**src/sv/acf_pkg.sv**
```systemverilog
// ----------------------------------------------------------------------------
// acf_pkg
// Shared types and constants of the allpass chain filter: formats, register
// indexes, reset values and the controller/datapath interface.
// ----------------------------------------------------------------------------
package acf_pkg;

    localparam int SECTIONS = 256;
    localparam int PAIRS    = SECTIONS / 2;
    localparam int PAIR_W   = (PAIRS > 1) ? $clog2(PAIRS) : 1;
    localparam int CNT_W    = $clog2(PAIRS + 1);

    localparam int SMP_W      = 16;
    localparam int COEF_W     = 16;
    localparam int ST_W       = 24;
    localparam int PROD_W     = COEF_W + ST_W;
    localparam int ACC_W      = PROD_W + 2;
    localparam int FRAC_W     = 15;
    localparam int PAIRS_W    = 8;
    localparam int CMP_W      = (CNT_W > PAIRS_W) ? CNT_W : PAIRS_W;
    localparam int CFG_IDX_W  = 3;
    localparam int CFG_DATA_W = 16;

    localparam int ST_MAX  = 8388607;
    localparam int ST_MIN  = -8388608;
    localparam int OUT_MAX = 32767;
    localparam int OUT_MIN = -32768;

    localparam logic [CFG_IDX_W-1:0] REG_ALPHA = 3'd0;
    localparam logic [CFG_IDX_W-1:0] REG_COMPL = 3'd1;
    localparam logic [CFG_IDX_W-1:0] REG_SQ    = 3'd2;
    localparam logic [CFG_IDX_W-1:0] REG_CROSS = 3'd3;
    localparam logic [CFG_IDX_W-1:0] REG_PAIRS = 3'd4;

    localparam logic signed [COEF_W-1:0] RST_ALPHA = 16'sd6554;
    localparam logic signed [COEF_W-1:0] RST_COMPL = 16'sd31457;
    localparam logic signed [COEF_W-1:0] RST_SQ    = 16'sd1311;
    localparam logic signed [COEF_W-1:0] RST_CROSS = -16'sd6291;
    localparam logic [PAIRS_W-1:0]       RST_PAIRS = 8'd128;

    typedef enum logic [2:0] {
        ST_IDLE,
        ST_X,
        ST_S0,
        ST_S1,
        ST_FIN0,
        ST_FIN1,
        ST_DONE
    } ctl_state_t;

    typedef enum logic [2:0] {
        PH_NONE,
        PH_X,
        PH_S0,
        PH_S1,
        PH_FIN0,
        PH_FIN1
    } phase_t;

    typedef struct packed {
        logic              load_in;
        logic              load_out;
        logic              rd_en;
        logic [PAIR_W-1:0] rd_addr;
        logic [PAIR_W-1:0] wr_addr;
        phase_t            phase;
    } ctl_cmd_t;

    typedef struct packed {
        logic [PAIR_W-1:0] last_idx;
    } dp_stat_t;

endpackage

```
**src/sv/acf_ctrl.sv**
```systemverilog
// ----------------------------------------------------------------------------
// acf_ctrl
// Sequencer of the allpass chain: steps each section pair through its
// multiply, accumulate and write-back phases and owns the result valid.
// ----------------------------------------------------------------------------
module acf_ctrl (
    input  logic             aclk,
    input  logic             aresetn,
    input  logic             s_valid,
    output logic             s_ready,
    output logic             m_valid,
    input  logic             m_ready,
    input  acf_pkg::dp_stat_t stat,
    output acf_pkg::ctl_cmd_t cmd
);
    import acf_pkg::*;

    ctl_state_t        state_reg, state_next;
    logic [PAIR_W-1:0] cnt_reg, cnt_next;
    logic              m_valid_reg, m_valid_next;

    always_ff @(posedge aclk) begin
        if (!aresetn) begin
            state_reg   <= ST_IDLE;
            cnt_reg     <= '0;
            m_valid_reg <= 1'b0;
        end else begin
            state_reg   <= state_next;
            cnt_reg     <= cnt_next;
            m_valid_reg <= m_valid_next;
        end
    end

    always_comb begin
        state_next   = state_reg;
        cnt_next     = cnt_reg;
        m_valid_next = m_valid_reg;
        s_ready      = 1'b0;
        cmd          = '0;
        cmd.phase    = PH_NONE;
        cmd.wr_addr  = cnt_reg;

        if (m_valid_reg && m_ready) begin
            m_valid_next = 1'b0;
        end

        case (state_reg)
            ST_IDLE: begin
                s_ready = 1'b1;
                if (s_valid) begin
                    cmd.load_in = 1'b1;
                    cmd.rd_en   = 1'b1;
                    cmd.rd_addr = '0;
                    cnt_next    = '0;
                    state_next  = ST_X;
                end
            end
            ST_X: begin
                cmd.phase  = PH_X;
                state_next = ST_S0;
            end
            ST_S0: begin
                cmd.phase  = PH_S0;
                state_next = ST_S1;
            end
            ST_S1: begin
                cmd.phase  = PH_S1;
                state_next = ST_FIN0;
            end
            ST_FIN0: begin
                cmd.phase  = PH_FIN0;
                state_next = ST_FIN1;
            end
            ST_FIN1: begin
                cmd.phase = PH_FIN1;
                if (cnt_reg == stat.last_idx) begin
                    state_next = ST_DONE;
                end else begin
                    cmd.rd_en   = 1'b1;
                    cmd.rd_addr = cnt_reg + 1'b1;
                    cnt_next    = cnt_reg + 1'b1;
                    state_next  = ST_X;
                end
            end
            ST_DONE: begin
                if (!m_valid_reg || m_ready) begin
                    cmd.load_out = 1'b1;
                    m_valid_next = 1'b1;
                    state_next   = ST_IDLE;
                end
            end
            default: begin
                state_next = ST_IDLE;
            end
        endcase
    end

    assign m_valid = m_valid_reg;

endmodule

```
**config.mk**
```make
export PLATFORM = sky130hd
export DESIGN_NAME = acf_ctrl
export DESIGN_NICKNAME = d
export VERILOG_FILES = /design/src/sv/acf_pkg.sv /design/src/sv/acf_ctrl.sv
export SDC_FILE = /design/constraint.sdc
export NUM_CORES = 1
export LEC_CHECK = 0
export ABC_AREA = 1
export BUFFER_PORTS_ARGS = -buffer_cell sky130_fd_sc_hd__buf_4
export CORE_MARGIN = 3
export CORE_UTILIZATION = 44
export CTS_CLUSTER_SIZE = 30
export DETAILED_ROUTE_END_ITERATION = 10
export PLACE_DENSITY = 0.76
export SYNTH_ARGS = -nofsm -noshare
export SYNTH_HDL_FRONTEND = slang
export SYNTH_SLANG_ARGS = --single-unit
export TNS_END_PERCENT = 50
```
**constraint.sdc**
```tcl
create_clock -name aclk -period 1.3 [get_ports aclk]
set_input_delay 0.065 -clock aclk [delete_from_list [all_inputs] [get_ports aclk]]
set_output_delay 0.065 -clock aclk [all_outputs]
set_load 0.01 [all_outputs]
```
== Word level (Yosys, flattened, before mapping) ==
Cells that the tools add are included.

* Equal/unequal tests: 10
* Mux-type cells: 19
* Reductions and logical operators: 7
* $add $sub $neg: 1

{| class="wikitable"
|+ Operator list
! operator !! count
|-
| $pmux 3 s7 || 1
|-
| $mux 8 || 2
|-
| $pmux 8 s2 || 1
|-
| $pmux 3 s5 || 1
|-
| $mux 7 || 2
|-
| $pmux 7 s2 || 1
|-
| $eq 3x3->1 const B || 3
|-
| $mux 3 || 3
|-
| $mux 1 || 8
|-
| $add 7x1->7 const B || 1
|-
| $eq 7x7->1 || 1
|-
| $eq 3x2->1 const B || 2
|-
| $ne 2x2->1 const B || 3
|-
| $eq 3x1->1 const B || 1
|-
| $logic_not 3->1 || 1
|-
| $reduce_and 3->1 || 1
|-
| $reduce_and 2->1 || 1
|-
| $reduce_bool 2->1 || 1
|-
| $logic_and 1x1->1 || 1
|-
| $logic_not 1->1 || 1
|-
| $logic_or 1x1->1 || 1
|}

* Input bits: 11
* Logic and storage cells: 40
* Flip-flop bits (word level): 11
* Output and inout port bits: 22

== Depth between registers and ports, before layout ==
Gate-level depths: netlist of run 1.

* Depth in word-level cells: 4
* Depth in mapped cells: 11
* Depth with buffers taken out: 11

== Least setup slack after synthesis of run 1 ==
No wires, ideal clock.

* Path kind: flip-flop to flip-flop
* Start: reg cnt_reg[0]
* End: reg cnt_reg[6]
* Path slack: -0.089 ns
* Period minus slack after synthesis: 1.389 ns
* Arrival: 1.274 ns
* Library setup time: 0.115 ns
* Path buffers: 0
* Cell stages (with the launch flop): 11
* Cells stage by stage: dfxtp_1 -> ha_1 -> nand2_1 -> inv_1 -> nand2_1 -> nor2_2 -> nand3_1 -> nand3_1 -> nand3_1 -> nand2_1 -> nor2_1

* Cells in the longest elaborated chain, start to end: 3
* Elaborated cells between the ends (all ways): 6

{| class="wikitable"
|+ RTL lines
! element !! RTL line !! RTL
|-
| from (decl) || acf_ctrl.sv:19 || <nowiki>logic [PAIR_W-1:0] cnt_reg, cnt_next;</nowiki>
|-
| from (signal assigned) || acf_ctrl.sv:29 || <nowiki>cnt_reg <= cnt_next;</nowiki>
|-
| $add 7x1->7 / $eq 7x7->1 (equally long branches) || acf_ctrl.sv:81, acf_ctrl.sv:76 ||
|-
| $mux 7 / $ne 2x2->1 (equally long branches) || - ||
|-
| $pmux 7 s2 / $reduce_and 3->1 (equally long branches) || - ||
|}

Several ways; a longest one is shown, not always the timed one. The select of a mux whose other input is x is not followed.
A chain may end at the register's enable or synchronous reset.

==> impl_results.md, run 1 <==
- Row Count: 15
- Capturing point of the worst reg2reg path: cnt_reg[0]
- CTS Buf Count: 3
- Routed vias: 1,287
- Initial Util: 0.496
- Mapped Nets: 161
- Later-pin clock latency in the skew report: 0.28 ns
- Psw: 0.651 mW
- Failing checks: negative setup slack
- GRT Total Usage: 0.244
- Seq pwr share: 0.302
- FF-to-FF setup slack: -0.17 ns
- Normalized max-slew margin: 0.755
- Tmin final: 1.63 ns
- Worst Reg-to-Reg Cells: 7
- PD cells: 979 nW/µm²
- Post-DRT Antenna Nets: 0
- CTS tree: yes
- WL final: 3910 µm
- Netlist cell types: 26
- CTS Hold Bufs: 0
- Worst-path clk slew: 0.08 ns
- HPWL reported at the end of detailed placement: 2070 µm
- Clock sink count: 11
- Initial antenna violation count: 0
- Io pins: 33
- Die X: 51.8 µm
- Biggest cell delay along the critical path: 0.38 ns
- Global-route wire length before repair: 4840 µm
- #FFs+latches synth: 11
- Iter 0 DRT Violations: 96
- R2r startpoint: cnt_reg[6]
- Antenna Cells: 0
- Worst-Margin Slew: 0.366 ns
- Hold Path Stages: 3
- Largest net degree at the start of global routing: 17
- Clk root buf: clkbuf_4
- RSZ-0062 raised after global routing: true
- Max reg flops: 7
- Final global-route overflow total: 0
- Synth Warn #: 0
- Syn Area/Cell: 6.32 µm²
- Fmax: 612 MHz
- Core Footprint: 1860 µm²
- Setup WS pre-CTS: -0.0899 ns
- Required @ worst endpoint: 1.24 ns
- Comb power frac: 0.532
- Clock Power Share: 0.167
- Setup CP Type: flip-flop to output pin
- Routability Congestion: 0.887
- Max-Cap Viols: 0
- Nets: 225
- Layout cells sized above 1: 0.545
- Drt first pass iters: 5
- Path type of the worst min-delay path: primary input to flip-flop
- DR DRC count: 0
- Sequential area share after synthesis: 0.239
- Die Y: 51.8 µm
- CP startpoint kind: flip-flop
- Worst Hold Launch: aresetn
- Drt wl/cell: 16.7 µm
- IO buf count: 32
- Longest Clk Path Bufs: 2
- Final hold slack: 0.0656 ns
- WHS Endpoint: cnt_reg[1]
- Worst VDD drop: 0.000999 V
- Pint: 0.914 mW
- Post-Layout Cell Count: 234
- H-tree levels: 1
- Area Growth Syn to Fin: 73.3%
- Outcome: finished, violations left
- # setup viols final: 20
- Power, Total: 1.56 mW
- CP max stage cell: dfxtp_4
- Sw Ratio: 0.416
- Post-Syn Area: 922 µm²
- Slew Limit Fails: 0
- Final period utilization: 1.26
- DP Cell Count: 220
- Worst Path Arrival: 1.57 ns
- Vias in the first global route: 1,125
- Cells after synthesis: 146
- CP Capture Type: output pin
- Final worst slack: -0.335 ns
- Vias per inst: 5.50
- Pleak: 0.817 nW
- Skew final: 0.00124 ns
- Fin. Hold Viols: 0
- Worst Path Max Fanout: 4
- CP Cell Sequence: buf_4 -> nand4_1 -> nor2_1 -> nand2_1 -> nand3_1 -> nor2_1 -> buf_4
- Die area: 2680 µm²
timing repair:
action | 4_1_cts | 5_1_grt
resized for setup | 26 | 27
pin swaps | 12 | 16
buffers inserted | 4 | 6
cloned | 0 | 0
setup endpoints to repair | 19 | 20
stage by stage:
step	utilization	instance area, µm²	setup TNS, ns
floorplan	-	928	0
global placement	0.708	1320	-0.0215
CTS	0.785	1460	-2.24
global route	0.860	1600	-5.28
detailed placement	0.708	1320	-0.315
finish	0.860	1600	-4.13
how the worst max path moves through the flow:
| stage | start | to | slack [ns] | depth (start not counted) |
|---|---|---|---|---|
| after detailed placement | cnt_reg[0] | cmd[16] | -0.09 | 10 |
| after CTS | cnt_reg[1] | cmd[16] | -0.31 | 10 |
| after global placement | cnt_reg[3] | cmd[17] | -0.01 | 6 |
| after floorplan | cnt_reg[6] | cnt_reg[0] | 0.009 | 7 |
| after global routing | cnt_reg[0] | cmd[15] | -0.43 | 7 |
| final | cnt_reg[0] | cmd[15] | -0.33 | 7 |
layer usage:
layer / vias up / routed length, µm / GRT usage
met5: - / 0 / 0
met4: 0 / 171 / 0.0786
met3: 25 / 317 / 0.0487
met2: 85 / 1980 / 0.441
met1: 589 / 1450 / 0.285
li1: 588 / - / -
critical path, delay by kind of cell (launching register included):
family,cells,cell delay [ns]
buffers and inverters,2,0.27
and+or+nand+nor,5,0.64
DFF,1,0.38
kinds of logic after synthesis:
kind of cell,Yosys count,synth area share
flops,11,0.239
simple gates,86,0.437
compound gates,15,0.0963
buf+inv,25,0.126
xor+xnor,5,0.0475
fa+ha+maj,4,0.0543
cell usage in the layout, fill, tap and decap left out, types with 3 or more instances in the layout:
cell type  instances
a21oi_2            3
xnor2_1            4
buf_4             56
nand3_2            3
nand3_1           10
inv_2              5
dfxtp_4            6
clkbuf_4           3
buf_6              5
inv_4              4
inv_1             13
dfxtp_2            3
a21oi_1            6
nand2_2            8
nand2_1           32
nor2_4             4
nor2_1            19
cells in the mapped netlist, drive strengths merged:
cell type	number	area, µm²
nand2	41	161
nor2	25	109
inv	22	82.6
nand3	15	97.6
dfxtp	11	220
a21oi	9	48.8
ha	4	50.1
xnor2	4	35.0
buf	3	33.8
o21ai	3	15.0
nor3	2	15.0
a22o	1	8.76
a31o	1	8.76
nand4	1	6.26
nor3b	1	7.51
nor4	1	6.26
o21a	1	7.51
xor2	1	8.76
power by group through the flow:
stage                     registers (mW)  clock network [mW]  logic, mW
after floorplan                    0.481                   0      0.361
after global placement             0.452                   0      0.649
after detailed placement           0.454                   0      0.668
after CTS                          0.460               0.245      0.709
after global routing               0.477               0.265      0.891
final                              0.472               0.261      0.832
cell type report:
cell class | instances | area (µm²)
Multi-Input combinational cell | 110 | 704
Timing Repair Buffer | 62 | 497
Fill cell | 97 | 260
Sequential cell | 11 | 246
Inverter | 22 | 92.6
Tap cell | 25 | 31.3
Clock buffer | 4 | 26.3
Note: power is estimated with default switching activity, not from simulation.
==> inputs of run 2 (changes only) <==
--- a/config.mk
+++ b/config.mk
@@ -7,11 +7,13 @@
 export LEC_CHECK = 0
 export ABC_AREA = 1
 export BUFFER_PORTS_ARGS = -buffer_cell sky130_fd_sc_hd__buf_4
+export CELL_PAD_IN_SITES_DETAIL_PLACEMENT = 0
+export CELL_PAD_IN_SITES_GLOBAL_PLACEMENT = 1
 export CORE_MARGIN = 3
-export CORE_UTILIZATION = 44
+export CORE_UTILIZATION = 29
 export CTS_CLUSTER_SIZE = 30
 export DETAILED_ROUTE_END_ITERATION = 10
-export PLACE_DENSITY = 0.76
+export PLACE_DENSITY = 0.75
 export SYNTH_ARGS = -nofsm -noshare
 export SYNTH_HDL_FRONTEND = slang
 export SYNTH_SLANG_ARGS = --single-unit
==> run 2 against run 1 <==
Effect of this change: the flow still finishes with violations (negative setup slack); largest power group unchanged; final cell count increased by 10%; register-to-register slack got worse by 0.05 ns; hold slack improved by 0.0052 ns; utilization shrank 27 points; fmax grew 1.2%; critical endpoint is now cmd[16].
==> impl_results.md, run 2 (synthesis results as in run 1) <==
- Path type of the worst min-delay path: primary input to flip-flop
- H-tree levels: 1 (unchanged)
- Skew final: 0.00652 ns (+0.00527 ns)
- Drt first pass iters: 4 (-1)
- Later-pin clock latency in the skew report: 0.28 ns (about the same)
- Row Count: 19 (+4)
- Commonest non-fill, non-tap cell in the layout: buf_4
- Drt wl/cell: 11.3 µm (-33%)
- Fin. Hold Viols: 0 (unchanged)
- Pleak: 0.872 nW (+6.8%)
- Worst Path Max Fanout: 4 (unchanged)
- Layout cells sized above 1: 0.593 (+0.0471)
- Die Y: 62.4 µm (+20%)
- R2r startpoint: cnt_reg[1]
- FF-to-FF setup slack: -0.22 ns (-0.05 ns)
- CTS tree: yes
- WHS Endpoint: cnt_reg[5]
- Iter 0 DRT Violations: 21 (-78%)
- Fillers: 277 (+190%)
- Initial antenna violation count: 0 (unchanged)
- # setup viols final: 18 (-10%)
- Outcome: finished, violations left
- Longest Clk Path Bufs: 2 (unchanged)
- Slew Limit Fails: 0 (unchanged)
- Commonest cells after routing, fill and taps aside: buf_4, nand2_1, nor2_1
- Core Footprint: 2900 µm² (+56%)
- Post-DRT Antenna Nets: 0 (unchanged)
- Tmin final: 1.61 ns (-0.0201 ns)
- Routability Congestion: 0.754 (-15%)
- PD cells: 911 nW/µm² (-7.0%)
- Hold Path Stages: 3 (unchanged)
- CP startpoint kind: flip-flop
- Io pins: 33 (unchanged)
- Die X: 62.4 µm (+20%)
- DR DRC count: 0 (unchanged)
- Area Growth Syn to Fin: 86.2%
- Final hold slack: 0.0708 ns (+0.00517 ns)
- IO buf count: 32 (unchanged)
- Vias per inst: 4.42 (-20%)
- WL final: 2910 µm (-26%)
- Power, Total: 1.56 mW (about the same)
- CTS Buf Count: 3 (unchanged)
- Normalized max-slew margin: 0.799 (+0.0444)
- Capturing point of the worst reg2reg path: cnt_reg[6]
- Max reg flops: 7 (unchanged)
- Final period utilization: 1.24 (-0.0155)
- Antenna Cells: 0 (unchanged)
- Final global-route overflow total: 0 (unchanged)
- Worst-Margin Slew: 0.300 ns (-0.0664 ns)
- DP Cell Count: 239 (+8.6%)
- Worst Path Arrival: 1.55 ns (-0.02 ns)
- CP Capture Type: output pin
- Die area: 3890 µm² (+45%)
- Routed vias: 1,141 (-11%)
- HPWL reported at the end of detailed placement: 2030 µm (-2.1%)
- Worst-path clk slew: 0.08 ns (about the same)
- Max-Cap Viols: 0 (unchanged)
- GRT Total Usage: 0.153 (-0.0916)
- Final worst slack: -0.315 ns (+0.0201 ns)
- Worst Reg-to-Reg Cells: 13 (+6)
- RSZ-0062 raised after global routing: true
- Global-route wire length before repair: 4850 µm (+0.14%)
- Multi-input logic area: 739 µm² (+5.0%)
- Worst VDD drop: 0.000584 V (-41%)
- Clk root buf: clkbuf_4
- Failing checks: negative setup slack
- Clock sink count: 11 (unchanged)
- Register area: 244 µm² (-1.0%)
- Fmax: 619 MHz (+1.2%)
- Vias in the first global route: 1,074 (-4.5%)
- Nets: 232 (+3.1%)
- Post-Layout Cell Count: 258 (+10%)
- Initial Util: 0.318 (-0.178)
- Largest net degree at the start of global routing: 17 (unchanged)
- Setup CP Type: flip-flop to output pin
- Worst Hold Launch: aresetn
- Required @ worst endpoint: 1.24 ns (about the same)
[run 2: cell count changes in the layout (fill, tap and decap cells not counted), sizes merged]
cell,delta
clkinv,+1
clkbuf,-1
buf,+7
[run 2: layout make-up]
| class | count | share of cell area |
|---|---|---|
| Tap cell | 42 | 0.0306 |
| Clock inverter | 1 | 0.00292 |
| Timing Repair Buffer | 69 | 0.324 |
| Inverter | 22 | 0.0569 |
| Multi-Input combinational cell | 110 | 0.431 |
| Sequential cell | 11 | 0.142 |
| Clock buffer | 3 | 0.0131 |
[run 2: per-stage QoR]
| stage | setup slack (ns) | util | cell area (µm²) | TNS, ns |
|---|---|---|---|---|
| final | -0.315 | 0.592 | 1720 | -2.13 |
| after global routing | -0.407 | 0.592 | 1720 | -4.34 |
| after CTS | -0.309 | 0.566 | 1640 | -2.09 |
| after detailed placement | -0.125 | 0.466 | 1350 | -0.378 |
| after global placement | -0.0712 | 0.466 | 1350 | -0.187 |
| after floorplan | 0.00922 | - | 928 | 0 |
[run 2: worst max path at each step]
stage | start | end | slack [ns] | cells past startpoint
after floorplan | cnt_reg[6] | cnt_reg[0] | 0.009 | 7
after global placement | cnt_reg[0] | cmd[16] | -0.07 | 10
after detailed placement | cnt_reg[0] | cmd[16] | -0.13 | 10
after CTS | cnt_reg[0] | cmd[16] | -0.31 | 10
after global routing | cnt_reg[1] | cmd[16] | -0.41 | 10
final | cnt_reg[1] | cmd[16] | -0.31 | 10
[run 2: timing repair]
| action | CTS | global route |
|---|---|---|
| setup endpoints to repair | 18 | 20 |
| buffers inserted | 10 | 5 |
| gates resized for setup | 53 | 12 |
| endpoints found under the hold margin | 0 | 0 |
| hold buffers | 0 | 0 |
| pin swaps | 21 | 16 |
[run 2: worst max-delay path, cell delays in order (launching register included)]
cell and delay, ns:
dfxtp_4 0.39, ha_4 0.15, nand2_2 0.05, inv_2 0.07, nand2_4 0.06, nor2_4 0.10, nand2_1 0.06, nand2_1 0.08
nand3_2 0.09, nor2_2 0.11, buf_4 0.13
[run 2: per-layer routing]
| layer | routed length [µm] | vias up | GRT usage |
|---|---|---|---|
| met2 | 1470 | 24 | 0.266 |
| met3 | 146 | 4 | 0.0486 |
| met1 | 1260 | 513 | 0.183 |
| met4 | 30 | 0 | 0.0331 |
| met5 | 0 | - | 0 |
| li1 | - | 600 | - |
[run 2: report_power, final]
| part | internal (mW) | switching [mW] | leakage [nW] | total [mW] |
|---|---|---|---|---|
| logic | 0.451 | 0.409 | 0.759 | 0.859 |
| clock network | 0.114 | 0.127 | 0.0177 | 0.241 |
| registers | 0.397 | 0.0669 | 0.0953 | 0.464 |
| total | 0.962 | 0.602 | 0.872 | 1.56 |
==> inputs of run 3 (changes only) <==
--- a/config.mk
+++ b/config.mk
@@ -7,9 +7,10 @@
 export LEC_CHECK = 0
 export ABC_AREA = 1
 export BUFFER_PORTS_ARGS = -buffer_cell sky130_fd_sc_hd__buf_4
+export CAP_MARGIN = 20
 export CELL_PAD_IN_SITES_DETAIL_PLACEMENT = 0
 export CELL_PAD_IN_SITES_GLOBAL_PLACEMENT = 1
-export CORE_MARGIN = 3
+export CORE_MARGIN = 4
 export CORE_UTILIZATION = 29
 export CTS_CLUSTER_SIZE = 30
 export DETAILED_ROUTE_END_ITERATION = 10
==> run 3 against run 2 <==
Effect of this change: the flow still finishes with violations (negative setup slack); cell area fell by 2.1%; sequential power about the same; die area increased by 6.5%; utilization down 4.1 points; register-to-register slack improved by 0.11 ns; via count is 0.35% lower; final cell count fell by 1.9%; clock skew increased by 0.0026 ns; non-clock buffer count down 7; total power decreased by 3.1%; hold slack worse by 0.0019 ns; critical endpoint is now cmd[15]; highest routed layer unchanged.
==> impl_results.md, run 3 (synthesis results as in run 1) <==
- Normalized max-slew margin: 0.787 (-0.0125)
- Largest net degree at the start of global routing: 17 (unchanged)
- Skew final: 0.00910 ns (+0.00258 ns)
- Post-DRT Antenna Nets: 0 (unchanged)
- WL final: 3020 µm (+4.1%)
- FF-to-FF setup slack: -0.11 ns (+0.11 ns)
- CP Capture Type: output pin
- RSZ-0062 raised after global routing: true
- Iter 0 DRT Violations: 56 (+170%)
- Pleak: 0.834 nW (-4.4%)
- R2r startpoint: cnt_reg[1]
- Drt first pass iters: 4 (unchanged)
- Required @ worst endpoint: 1.24 ns (about the same)
- Initial Util: 0.302 (-0.0159)
- Worst Path Arrival: 1.50 ns (-0.05 ns)
- Routed vias: 1,137 (-0.35%)
- Final worst slack: -0.262 ns (+0.0524 ns)
- Slew Limit Fails: 0 (unchanged)
- GRT Total Usage: 0.135 (-0.0176)
- Outcome: finished, violations left
- CTS Buf Count: 3 (unchanged)
- Worst VDD drop: 0.000528 V (-9.6%)
- Path type of the worst min-delay path: primary input to flip-flop
- Worst Reg-to-Reg Cells: 9 (-4)
- Fillers: 299 (+7.9%)
- Final period utilization: 1.20 (-0.0403)
- H-tree levels: 1 (unchanged)
- Layout cells sized above 1: 0.603 (+0.0103)
- HPWL reported at the end of detailed placement: 2050 µm (+1.2%)
- Tmin final: 1.56 ns (-0.0524 ns)
- Capturing point of the worst reg2reg path: cnt_reg[5]
- Fin. Hold Viols: 0 (unchanged)
- Worst setup path end: cmd[15]
- Core Footprint: 3050 µm² (+5.3%)
- Commonest non-fill, non-tap cell in the layout: buf_4
- Longest Clk Path Bufs: 2 (unchanged)
- Clock sink count: 11 (unchanged)
- Worst-path clk slew: 0.09 ns (about the same)
- Setup WS pre-CTS: -0.0706 ns (+0.0545 ns)
- CP startpoint: cnt_reg[1]
- CTS Hold Bufs: 0 (unchanged)
- Initial antenna violation count: 0 (unchanged)
- Global-route wire length before repair: 4440 µm (-8.5%)
- CP startpoint kind: flip-flop
- Die area: 4150 µm² (+6.5%)
- Drt wl/cell: 11.9 µm (+6.1%)
- Vias in the first global route: 1,025 (-4.6%)
- # setup viols final: 18 (unchanged)
- Clk root buf: clkbuf_4
- Failing checks: negative setup slack
- Routability Congestion: 0.854 (+13%)
- Max reg flops: 7 (unchanged)
- Max-Cap Viols: 0 (unchanged)
- Nets: 225 (-3.0%)
- Worst-Margin Slew: 0.319 ns (+0.0194 ns)
- Fmax: 640 MHz (+3.4%)
- Row Count: 20 (+1)
- PD cells: 902 nW/µm² (-1.0%)
- Io pins: 33 (unchanged)
- Die X: 64.4 µm (+3.2%)
- Final global-route overflow total: 0 (unchanged)
- Later-pin clock latency in the skew report: 0.28 ns (about the same)
- Setup CP Type: flip-flop to output pin
- IO buf count: 32 (unchanged)
- Commonest cells after routing, fill and taps aside: buf_4, nand2_1, inv_1, nor2_1, nand2_2
- Core Util, Final: 0.550 (-0.0415)
- Antenna Cells: 0 (unchanged)
- DR DRC count: 0 (unchanged)
- CTS tree: yes
- Die Y: 64.4 µm (+3.2%)
- Worst Path Max Fanout: 4 (unchanged)
- Vias per inst: 4.49 (+1.6%)
- Area Growth Syn to Fin: 82.2%
[run 3: changes by cell type in the layout (fill, tap and decap cells not counted), sizes merged]
cell,previous run,this run
buf,69,62
clkbuf,3,4
inv,22,21
[run 3: routing by layer]
metal / routed length, µm / track usage
met1: 1370 / 0.177
met2: 1560 / 0.226
met3: 59 / 0.0176
met4: 29 / 0.0475
met5: 0 / 0
[run 3: repair_timing]
action / 4_1_cts / 5_1_grt
setup buffers: 6 / 3
pin swaps: 12 / 15
gates resized for setup: 24 / 44
endpoints found under the setup margin: 19 / 20
[run 3: critical path, cell delays in order (launching register included)]
cell	delay, ns
dfxtp_4	0.39
buf_4	0.13
nand4_1	0.16
o21ai_1	0.20
nand3_2	0.11
nor2_2	0.11
buf_4	0.12
[run 3: how the worst min path moves through the flow]
| stage | from | to | slack [ns] | depth (start not counted) |
|---|---|---|---|---|
| 2_1_floorplan | s_valid | cmd[19] | 0.24 | 2 |
| 3_3_place_gp | aresetn | cnt_reg[1] | 0.37 | 3 |
| 3_5_place_dp | aresetn | cnt_reg[0] | 0.37 | 3 |
| 4_1_cts | aresetn | cnt_reg[1] | 0.07 | 3 |
| 5_1_grt | aresetn | cnt_reg[4] | 0.08 | 3 |
| 6_report | aresetn | cnt_reg[5] | 0.07 | 3 |
[run 3: area by class of cell]
class                   instances  area [µm²]  area share
inverters                      22        92.6      0.0551
repair buffers                 62         497       0.296
clock buffers                   4        26.3      0.0156
multi-input cells             110         764       0.455
well taps                      44        55.1      0.0328
flip-flops and latches         11         245       0.146
[run 3: report_power, final]
part	total [mW]	internal, mW	leakage, nW	switching, mW
sequential	0.467	0.395	0.0952	0.0719
clock	0.253	0.119	0.0150	0.134
combinational	0.796	0.402	0.724	0.395
[run 3: through the flow]
stage | hold WS [ns] | cell area [µm²] | total power [mW] | setup TNS, ns | cells
after global placement | 0.367 | 1350 | 1.13 | -0.229 | 240
after floorplan | 0.239 | 928 | 0.843 | 0 | 146
after global routing | 0.0761 | 1680 | 1.62 | -4.22 | 253
after CTS | 0.0684 | 1510 | 1.44 | -2.90 | 250
final | 0.0688 | 1680 | 1.52 | -2.74 | 253
after detailed placement | 0.367 | 1350 | 1.13 | -0.362 | 240
